<file path="config.mk">
export PLATFORM = sky130hd
export DESIGN_NAME = tlv_code_point_search
export DESIGN_NICKNAME = d
export VERILOG_FILES = /design/src/hw/rtl/tcps_pkg.sv /design/src/hw/rtl/tcps_engine.sv /design/src/hw/rtl/tlv_code_point_search.sv
export SDC_FILE = /design/constraint.sdc
export NUM_CORES = 1
export LEC_CHECK = 0
export ABC_AREA = 1
export BUFFER_PORTS_ARGS = -buffer_cell sky130_fd_sc_hd__buf_2
export CAP_MARGIN = 20
export CORE_MARGIN = 1.5
export CORE_UTILIZATION = 30
export DETAILED_ROUTE_END_ITERATION = 16
export HOLD_SLACK_MARGIN = 0.1
export SETUP_SLACK_MARGIN = 0.1
export SYNTH_ARGS = -nofsm -noshare
export SYNTH_HDL_FRONTEND = slang
export SYNTH_HIERARCHICAL = 1
export SYNTH_SLANG_ARGS = --single-unit
</file>
<file path="constraint.sdc">
create_clock -name clock -period 15.1 [get_ports clock]
set_input_delay 0.755 -clock clock [delete_from_list [all_inputs] [get_ports clock]]
set_output_delay 0.755 -clock clock [all_outputs]
set_load 0.1 [all_outputs]
</file>
<file path="src/hw/rtl/tcps_pkg.sv">
// Package for the code point record search block.
// Holds the channel transaction types, phase codes, result kinds and sizes.
// No dependencies.
`timescale 1ns / 1ps

package tcps_pkg;

   // Width of the running byte position; the counter wraps at this width
   localparam int POSITION_BITS = 16;

   // Record header: 4 length bytes then 2 code point bytes
   localparam int HDR_BYTES      = 6;
   localparam int LEN_BYTES      = 4;

   // Search phases
   localparam logic [2:0] PH_IDLE    = 3'd0;
   localparam logic [2:0] PH_SKIP    = 3'd1;
   localparam logic [2:0] PH_HEADER  = 3'd2;
   localparam logic [2:0] PH_PAYLOAD = 3'd3;
   localparam logic [2:0] PH_PASS    = 3'd4;
   localparam logic [2:0] PH_DONE    = 3'd5;

   // Result kinds
   localparam logic [1:0] KIND_PAYLOAD = 2'd0;
   localparam logic [1:0] KIND_EMPTY   = 2'd1;
   localparam logic [1:0] KIND_NONE    = 2'd2;

   typedef struct packed {
      logic [7:0]  data_byte;
      logic [15:0] buffer_length;
      logic [15:0] start_offset;
      logic [15:0] code_point;
   } req_type;

   typedef struct packed {
      logic [7:0] payload_byte;
      logic       payload_last;
      logic [1:0] result_kind;
   } rsp_type;

endpackage

</file>
<file path="src/hw/rtl/tcps_engine.sv">
// Search engine: per-buffer state registers and the single-pass update logic.
// One byte is consumed per step; a result is produced when emit is high.
// Depends on tcps_pkg.
`timescale 1ns / 1ps

module tcps_engine (
   input  logic             clock,
   input  logic             reset,
   input  logic             step,
   input  tcps_pkg::req_type item,
   output logic             emit,
   output tcps_pkg::rsp_type result
);
   import tcps_pkg::*;

   logic [2:0]               phase_ff, phase_in;
   logic [POSITION_BITS-1:0] position_ff, position_in;
   logic [15:0]              total_ff, total_in;
   logic [15:0]              skip_ff, skip_in;
   logic [15:0]              wanted_ff, wanted_in;
   logic [2:0]               hdr_cnt_ff, hdr_cnt_in;
   logic [31:0]              rec_len_ff, rec_len_in;
   logic [15:0]              rec_point_ff, rec_point_in;
   logic [15:0]              left_ff, left_in;

   // Candidate start of the following record, from the current record
   logic [15:0]              next_skip;
   logic                     next_fail;
   logic [POSITION_BITS-1:0] pos_cur;
   logic [2:0]               hdr_cnt_inc;
   logic [15:0]              left_dec;

   assign next_skip = skip_ff + rec_len_ff[15:0];
   assign next_fail = ({1'b0, next_skip} + 17'(HDR_BYTES)) > {1'b0, total_ff};

   // Per-byte update
   always_comb begin
      phase_in     = phase_ff;
      position_in  = position_ff;
      total_in     = total_ff;
      skip_in      = skip_ff;
      wanted_in    = wanted_ff;
      hdr_cnt_in   = hdr_cnt_ff;
      rec_len_in   = rec_len_ff;
      rec_point_in = rec_point_ff;
      left_in      = left_ff;
      emit         = 1'b0;
      result       = '0;
      pos_cur      = position_ff;
      hdr_cnt_inc  = '0;
      left_dec     = left_ff - 16'd1;

      // First byte of a buffer samples the buffer parameters
      if (phase_ff == PH_IDLE) begin
         total_in     = item.buffer_length;
         skip_in      = item.start_offset;
         wanted_in    = item.code_point;
         pos_cur      = '0;
         left_in      = '0;
         phase_in     = PH_SKIP;
         hdr_cnt_in   = '0;
         rec_len_in   = '0;
         rec_point_in = '0;
         if (({1'b0, item.start_offset} + 17'(HDR_BYTES)) > {1'b0, item.buffer_length}) begin
            phase_in           = PH_DONE;
            emit               = 1'b1;
            result.result_kind = KIND_NONE;
         end
      end

      if (phase_in == PH_SKIP && 32'(pos_cur) == 32'(skip_in)) begin
         phase_in = PH_HEADER;
      end

      if (!emit) begin
         unique case (phase_in)
            PH_HEADER: begin
               if (hdr_cnt_in < 3'(LEN_BYTES)) begin
                  rec_len_in = {rec_len_in[23:0], item.data_byte};
               end else begin
                  rec_point_in = {rec_point_in[7:0], item.data_byte};
               end
               hdr_cnt_inc = hdr_cnt_in + 3'd1;
               hdr_cnt_in  = hdr_cnt_inc;
               if (hdr_cnt_inc == 3'(LEN_BYTES)) begin
                  // Length too small or record runs past the buffer
                  if (rec_len_in < 32'(HDR_BYTES) ||
                      ({17'd0, skip_in} + {1'b0, rec_len_in}) > {17'd0, total_in}) begin
                     phase_in           = PH_DONE;
                     emit               = 1'b1;
                     result.result_kind = KIND_NONE;
                  end
               end else if (hdr_cnt_inc == 3'(HDR_BYTES)) begin
                  left_in = rec_len_in[15:0] - 16'(HDR_BYTES);
                  if (rec_point_in == wanted_in) begin
                     if (left_in == '0) begin
                        phase_in           = PH_DONE;
                        emit               = 1'b1;
                        result.result_kind = KIND_EMPTY;
                     end else begin
                        phase_in = PH_PAYLOAD;
                     end
                  end else if (left_in == '0) begin
                     // Empty record with another code point: move on
                     skip_in      = next_skip;
                     phase_in     = PH_HEADER;
                     hdr_cnt_in   = '0;
                     rec_len_in   = '0;
                     rec_point_in = '0;
                     if (next_fail) begin
                        phase_in           = PH_DONE;
                        emit               = 1'b1;
                        result.result_kind = KIND_NONE;
                     end
                  end else begin
                     phase_in = PH_PASS;
                  end
               end
            end
            PH_PAYLOAD: begin
               left_in             = left_dec;
               emit                = 1'b1;
               result.payload_byte = item.data_byte;
               result.result_kind  = KIND_PAYLOAD;
               if (left_dec == '0) begin
                  phase_in            = PH_DONE;
                  result.payload_last = 1'b1;
               end
            end
            PH_PASS: begin
               left_in = left_dec;
               if (left_dec == '0) begin
                  skip_in      = next_skip;
                  phase_in     = PH_HEADER;
                  hdr_cnt_in   = '0;
                  rec_len_in   = '0;
                  rec_point_in = '0;
                  if (next_fail) begin
                     phase_in           = PH_DONE;
                     emit               = 1'b1;
                     result.result_kind = KIND_NONE;
                  end
               end
            end
            default: begin
            end
         endcase
      end

      // End of buffer: the next byte opens a new one
      position_in = pos_cur + POSITION_BITS'(1);
      if (32'(position_in) >= 32'(total_in)) begin
         phase_in = PH_IDLE;
      end
   end

   // Control state
   always_ff @(posedge clock) begin
      if (reset) begin
         phase_ff    <= PH_IDLE;
         position_ff <= '0;
         hdr_cnt_ff  <= '0;
      end else if (step) begin
         phase_ff    <= phase_in;
         position_ff <= position_in;
         hdr_cnt_ff  <= hdr_cnt_in;
      end
   end

   // Buffer and record fields
   always_ff @(posedge clock) begin
      if (reset) begin
         total_ff     <= '0;
         skip_ff      <= '0;
         wanted_ff    <= '0;
         rec_len_ff   <= '0;
         rec_point_ff <= '0;
         left_ff      <= '0;
      end else if (step) begin
         total_ff     <= total_in;
         skip_ff      <= skip_in;
         wanted_ff    <= wanted_in;
         rec_len_ff   <= rec_len_in;
         rec_point_ff <= rec_point_in;
         left_ff      <= left_in;
      end
   end

endmodule

</file>
<file path="src/hw/rtl/tlv_code_point_search.sv">
// Top level of the code point record search: input register, engine, result register.
// Depends on tcps_pkg and tcps_engine.
`timescale 1ns / 1ps

// Channel   Direction  Transaction
// req_*     in         one buffer byte; first byte also brings length, offset, code point
// rsp_*     out        one payload byte, an empty-match flag or a no-match report
//
// Throughput is one byte per cycle unless a pending result stalls; the engine updates its state for one byte per step.
// rsp_valid rises once its byte has passed the input register and then the result register.
// Reset clears all control state; no memory, no clearing pass.
// A pending result stalls only bytes that would produce another result; other bytes
// keep flowing, and req_ready follows rsp_ready while such a byte is held.

module tlv_code_point_search (
   input  logic              clock,
   input  logic              reset,
   input  logic              req_valid,
   output logic              req_ready,
   input  tcps_pkg::req_type req_payload,
   output logic              rsp_valid,
   input  logic              rsp_ready,
   output tcps_pkg::rsp_type rsp_payload
);
   import tcps_pkg::*;

   logic    in_valid_ff;
   req_type in_item_ff;
   logic    out_valid_ff;
   rsp_type out_item_ff;

   logic    emit;
   rsp_type result;
   logic    out_open;
   logic    step;

   // Byte is processed unless its result cannot be stored
   assign out_open  = !out_valid_ff || rsp_ready;
   assign step      = in_valid_ff && (!emit || out_open);
   assign req_ready = !in_valid_ff || step;

   tcps_engine u_engine (
      .clock  (clock),
      .reset  (reset),
      .step   (step),
      .item   (in_item_ff),
      .emit   (emit),
      .result (result)
   );

   // Input register
   always_ff @(posedge clock) begin
      if (reset) begin
         in_valid_ff <= 1'b0;
      end else if (req_ready) begin
         in_valid_ff <= req_valid;
      end
   end

   always_ff @(posedge clock) begin
      if (req_valid && req_ready) begin
         in_item_ff <= req_payload;
      end
   end

   // Result register
   always_ff @(posedge clock) begin
      if (reset) begin
         out_valid_ff <= 1'b0;
      end else if (step && emit) begin
         out_valid_ff <= 1'b1;
      end else if (rsp_ready) begin
         out_valid_ff <= 1'b0;
      end
   end

   always_ff @(posedge clock) begin
      if (step && emit) begin
         out_item_ff <= result;
      end
   end

   assign rsp_valid   = out_valid_ff;
   assign rsp_payload = out_item_ff;

endmodule
</file>
# ---- Word-level counts from Yosys, hierarchy flattened
# Cells that the tools add are included.
dict set report word_totals {
  regBits 203
  wordCells 146
  output_inout_bits 13
}
dict set report op_classes {
  add_sub_neg 8
  n_eq_ne 8
  bitwise 1
  order_cmp 6
  mux 88
  n_reduce_logical 17
}
# op count
set op_table {}
lappend op_table {{2-to-1 mux 16 bit} 24}
lappend op_table {{2-to-1 mux 32 bit} 10}
lappend op_table {{one-hot mux 16 bit (2 select lines)} 3}
lappend op_table {{one-hot mux 32 bit (2 select lines)} 1}
lappend op_table {{2-to-1 mux 3 bit} 21}
lappend op_table {{adder 16 x 3 -> 17 bit, second input constant} 2}
lappend op_table {{> comparator 17 x 16 -> 1 bit} 2}
lappend op_table {{adder 16 x 32 -> 33 bit} 1}
lappend op_table {{> comparator 33 x 16 -> 1 bit} 1}
lappend op_table {{== test 16 bit} 2}
lappend op_table {{logical NOT 16 bit} 2}
lappend op_table {{less-than comparator 32 x 3 -> 1 bit, second input constant} 1}
lappend op_table {{2-to-1 mux 2 bit} 11}
lappend op_table {{adder 16 x 1 -> 16 bit, second input constant} 1}
lappend op_table {{adder 16 bit} 1}
lappend op_table {{>= comparator 16 bit} 1}
lappend op_table {{subtractor 16 x 1 -> 16 bit, second input constant} 1}
lappend op_table {{subtractor 16 x 3 -> 16 bit, second input constant} 1}
lappend op_table {{2-to-1 mux 1 bit} 14}
lappend op_table {{== test 3 bit, second input constant} 3}
lappend op_table {{one-hot mux 3 bit (3 select lines)} 1}
lappend op_table {{== test 3 x 2 -> 1 bit, second input constant} 2}
lappend op_table {{one-hot mux 2 bit (3 select lines)} 1}
lappend op_table {{one-hot mux 3 bit (2 select lines)} 1}
lappend op_table {{other kinds (11)} 20}

# ---- Longest topological paths before layout
dict set report depth {
  ltp_word 23
  ltp_mapped 47
}

# ---- By module
# The synthesis kept the hierarchy.
# mod cells_per_inst instances area_each_um2
set modules_own_cells {}
lappend modules_own_cells {tcps_engine 2571 1 14784.2}
lappend modules_own_cells {tlv_code_point_search 86 1 2133.3}

# ---- Least setup slack after synthesis
# No wires, ideal clock.
dict set report synth_timing {
  path_kind {register to register}
  from {register u_engine.phase_ff[0]}
  to {register in_item_ff[0] in the netlist's numbering (enable)}
  synth_period_minus_slack_ps 6014
  stages_incl_launch_ff 39
  setup_ps 410
  setup_slack_ps 9086
  t_arrival_ps 5604
  required_time_ps 14690
  cell_sequence {dfxtp_1 > nor2_4 > nand2_4 > buf_6 > buf_12 > buf_12 > nand2_1 > nand2_1 > o21ai_1 > inv_1 > ha_1 > fa_1 > nand2_1 > nand2_1 > nand3b_1 > nand2_1 > a31oi_1 > xor2_1 > [3 not listed] > nor2_1 > a211oi_1 > nand2_1 > nand2_1 > nand2_1 > nand2_1 > nand4_1 > nand2_1 > nand2_1 > nor2_1 > nand2_1 > nand3_1 > nand2_1 > inv_1 > nand3_1 > nand4_2 > nand2_1 > inv_1}
}
dict set report synth_between {
  elab_chain_len 19
  word_cells_on_any_way 47
  classes_between {3 x add/sub; 3 x order compare; 8 x eq/ne; 24 x mux; 9 x reduce/logical}
}
# item line
set synth_lines {}
lappend synth_lines {{start: declaration} tcps_engine.sv:16} ;# logic [2:0] phase_ff, phase_in;
lappend synth_lines {{start signal: assignment} tcps_engine.sv:164} ;# phase_ff <= phase_in;
lappend synth_lines {{parallel branches: the longest is 13 deep, another holds adder 16 x 32 -> 33 bit} --}
lappend synth_lines {{2-to-1 mux 1 bit (*)} tcps_engine.sv:75} ;# if (!emit) begin
lappend synth_lines {{via emit} tlv_code_point_search.sv:32} ;# logic emit;
lappend synth_lines {{logical NOT 1 bit (*)} tlv_code_point_search.sv:39} ;# assign step = in_valid_ff && (!emit || out_open);
lappend synth_lines {{logical OR 1 bit (*)} tlv_code_point_search.sv:39}
lappend synth_lines {{logical AND 1 bit (*)} tlv_code_point_search.sv:39}
lappend synth_lines {{logical OR 1 bit (*)} tlv_code_point_search.sv:40} ;# assign req_ready = !in_valid_ff || step;
lappend synth_lines {{via req_ready} tlv_code_point_search.sv:19} ;# output logic req_ready,
lappend synth_lines {{logical AND 1 bit (*)} tlv_code_point_search.sv:61} ;# if (req_valid && req_ready) begin
lappend synth_lines {{end signal: assignment} tlv_code_point_search.sv:62} ;# in_item_ff <= req_payload;
lappend synth_lines {{end: declaration} tlv_code_point_search.sv:28} ;# req_type in_item_ff;
# Mark *: on every way through the listed nets, which the timed path passes. The select of a mux whose other input is x is not followed.
# A chain may end at the register's enable or synchronous reset.

# ---- Worst setup path in the final report
dict set report layout_timing {
  from {register u_engine.phase_ff[2]}
  to {register u_engine.left_ff[12]}
}
dict set report layout_between {
  elab_chain_len 17
  word_cells_on_any_way 51
  classes_between {3 x add/sub; 3 x order compare; 8 x eq/ne; 29 x mux; 8 x reduce/logical}
}
# item line
set layout_lines {}
lappend layout_lines {{parallel branches: the longest is 13 deep, another holds adder 16 x 32 -> 33 bit} --}
lappend layout_lines {{2-to-1 mux 1 bit (*)} tcps_engine.sv:75}
lappend layout_lines {{via emit} tlv_code_point_search.sv:32}
lappend layout_lines {{logical NOT 1 bit (*)} tlv_code_point_search.sv:39}
lappend layout_lines {{logical OR 1 bit (*)} tlv_code_point_search.sv:39}
lappend layout_lines {{logical AND 1 bit (*)} tlv_code_point_search.sv:39}
lappend layout_lines {{via step} tlv_code_point_search.sv:35} ;# logic step;
lappend layout_lines {{end signal: assignment} tcps_engine.sv:185} ;# left_ff <= left_in;
lappend layout_lines {{end: declaration} tcps_engine.sv:24} ;# logic [15:0] left_ff, left_in;
# Marks and branches as above.

==> summary.txt <==
Status
  – Outcome: finished clean

Synthesis
  – YS warnings: 6
  – Synth unique cells: 54
  – Synth top area cells: nand2_1, dfxtp_1, edfxtp_1
  – Synth top area share: about 17%
  – Synth cell count leaders: nand2_1, inv_1, nor2_1, a21oi_1, o21ai_0
  – Post-synth EDFFs: 67
  – Post-Syn Area: between 15000 and 20000 um2
  – FF+latch count, synth: 203
  – Async S/R FF share, synth: 0%
  – Area leader, netlist: nand2_1
  – Top FF cell, synth: dfxtp_1
  – Post-Syn Area per Cell: 6.37 um2
  – Most common cell in the synthesized netlist: nand2_1
  – Syn nets: 2823
  – Gate Count Post-Synth: 2657
  – Post-synthesis sequential area ratio: 28.0%

Timing
  – Hold Fails Final Rpt: 0
  – RSZ-0062 raised after global routing: no
  – Slew @ Worst Pin: around 1.0 ns
  – Setup violators final: 0
  – Worst Skew: 0.0188 ns
  – Final period util: 51.6%
  – Worst slew margin: between 30% and 40%
  – Fmax: 128 MHz
  – Min Tclk post-route: 7.79 ns
  – Max Slew Vio Count: 0
  – Final hold slack: roughly 0.37 ns
  – Setup TNS: 0 ns

Worst setup path
  – CP Data Required Time: 15.57 ns
  – WS Path Type: reg -> reg
  – Buf/Inv on CP: 9
  – Crit path arrival time: between 8 and 9 ns
  – Critical path startpoint category: register
  – Max incr delay on CP: between 0.7 and 0.8 ns
  – Cell mode on critical path: nand2_1
  – Crit Path Max Fanout: 69
  – Cell family with most CP delay: simple AND/OR/NAND/NOR gates
  – Worst path slowest cell: buf_4
  – Critical Path End Type: register

Final layout
  – N_diodes: 0
  – Layout area overhead: 10.4%
  – Nets: 2837
  – Share of cells above drive strength 1: under 10%

Clock network
  – Worst skew pair latency: 0.56 ns
  – Post-CTS sizing: 0
  – Maximum clock path buffer count: 3
  – Clock Tree Root: clkbuf_16
  – TritonCTS Buffers: 26
  – Clk sink count: 203
  – H-tree Lvls: 1
  – CTS tree: yes
  – Reg clk slew, reported paths: 0.07 ns
  – # Post-CTS Setup Buffers: 0
  – Hold-fix buffers at CTS: 0

Placed design
  – Port Buffer Count: 72
  – HPWL after DPL: 40.7 mm
  – GP Congestion: 0.925

Die
  – Die width: 240 um
  – Die area: 57800 um2
  – Rows: 86
  – Chip height: approximately 240 um
  – Core area: 55400 um2
  – Initial Util: 30.5%
  – I/O pin count: between 70 and 80

Power and ir drop
  – Clk network pwr share: 35.4%
  – Switch Pwr: 709 uW
  – Pwr Density: 101 nW/um2
  – LEAKAGE: 8.89 nW
  – Flop pwr share: 32.5%
  – Internal: 1.17 mW
  – Sw Ratio: 37.6%
  – Logic pwr share: 32.1%
  – Max VDD drop: 0.116 mV

Routing
  – Drt first pass iters: 8
  – WL per Instance: 15.7 um
  – DR iter-0 viols: roughly 1500
  – Via count: approximately 17000
  – Post-route ant nets: 0
  – Post-DR vias/cell: 4.87
  – Final WL: 54.1 mm
  – # DRC: 0

Global routing
  – Largest net degree at the start of global routing: between 80 and 90
  – First-pass GRT wire length: 84.4 mm
  – Total global-route track usage: 18.5%
  – GRT overflow: 0
  – Initial antenna violation count: 0
  – Number of global-route vias before repair: 15100

Run
  – Max-Cap Viols: 0

Hold path
  – Hold Crit Class: in -> reg
[worst paths after layout]
path | startpoint | to | slack, ns | cells after the start
worst max register to register | u_engine/phase_ff[2] | u_engine/left_ff[12] | 7.31 | 41
worst max-delay path | u_engine/phase_ff[2] | u_engine/left_ff[12] | 7.31 | 41
worst min-delay path | req_payload[38] | in_item_ff[38] | 0.37 | 1
worst min register to register | u_engine/rec_point_ff[15] | u_engine/rec_point_ff[15] | 0.47 | 2
[worst reg2reg max path, delay by kind of cell, from the launching register on]
kind	cells	cell delay (ns)
fa+ha+maj	3	0.93
flops	1	0.46
simple gates	21	2.65
xor+xnor	1	0.16
compound gates	7	1.19
buf+inv	9	2.34
[power groups by stage]
stage	sequential (mW)	combinational, mW	clock (mW)
CTS	0.611	0.598	0.681
floorplan	0.623	0.446	0
finish	0.612	0.605	0.667
detailed placement	0.623	0.595	0
global placement	0.623	0.594	0
global route	0.614	0.677	0.703
[placed cells by master (no fill, tap or decap), types with 7 or more instances in the layout]
cell type    n
xor2_1      70
nand4_1     41
o22ai_1     13
buf_4       11
inv_2       12
xnor2_1     11
o21ai_0    166
a21oi_1    202
nand3b_1    16
nand2_2     20
nor2_1     214
nand3_1    136
nor2_4       7
buf_2       71
clkbuf_16   27
edfxtp_1    67
dfxtp_1    136
inv_1      398
nor2_2      10
o211ai_1    14
nor3_1      26
nand2_4     10
nand2_1    782
ha_1       104
o21ai_1     35
nand3_2      8
[layout make-up]
cell class,instances,area (um2)
clock buffers,33,718
fillers,6096,36700
well taps,748,936
multi-input cells,1941,10100
inverters,417,1570
flip-flops and latches,203,4730
clock inverters,15,194
repair buffers,82,438
[routing by layer]
| layer | up-vias | track usage, % | wire, um |
|---|---|---|---|
| met5 | - | 0 | 0 |
| met4 | 0 | 6.02 | 1610 |
| met3 | 79 | 2.88 | 3680 |
| met2 | 520 | 29.4 | 23800 |
| met1 | 7608 | 25.5 | 25000 |
| li1 | 8532 | - | - |
[flip-flops by register name, indices dropped and copies added (netlist names)]
name / count
u_engine/wanted_ff: 16
u_engine/left_ff: 16
u_engine/hdr_cnt_ff: 3
u_engine/rec_point_ff: 16
u_engine/phase_ff: 3
u_engine/rec_len_ff: 32
u_engine/skip_ff: 16
rsp_payload: 11
in_item_ff: 56
u_engine/total_ff: 16
rsp_valid: 1
in_valid_ff: 1
u_engine/position_ff: 16
[stage by stage]
stage	setup slack (ns)	utilization (%)	power, mW	instances	cell area (um2)
6_report	7.31	33.7	1.88	3439	18700
5_1_grt	6.65	33.7	1.99	3439	18700
4_1_cts	7.36	33.7	1.89	3439	18700
3_5_place_dp	7.39	32.1	1.22	3391	17800
3_3_place_gp	7.42	32.1	1.22	3391	17800
2_1_floorplan	9.09	-	1.07	2657	16900
[cells by family after synthesis]
family | after synthesis | share of synthesized area (%)
xor+xnor | 81 | 4.19
fa+ha+maj | 106 | 7.93
flops | 203 | 28.0
compound gates | 461 | 14.7
simple gates | 1293 | 32.8
buf+inv | 513 | 12.4
Note: power is estimated with default switching activity, not from simulation.
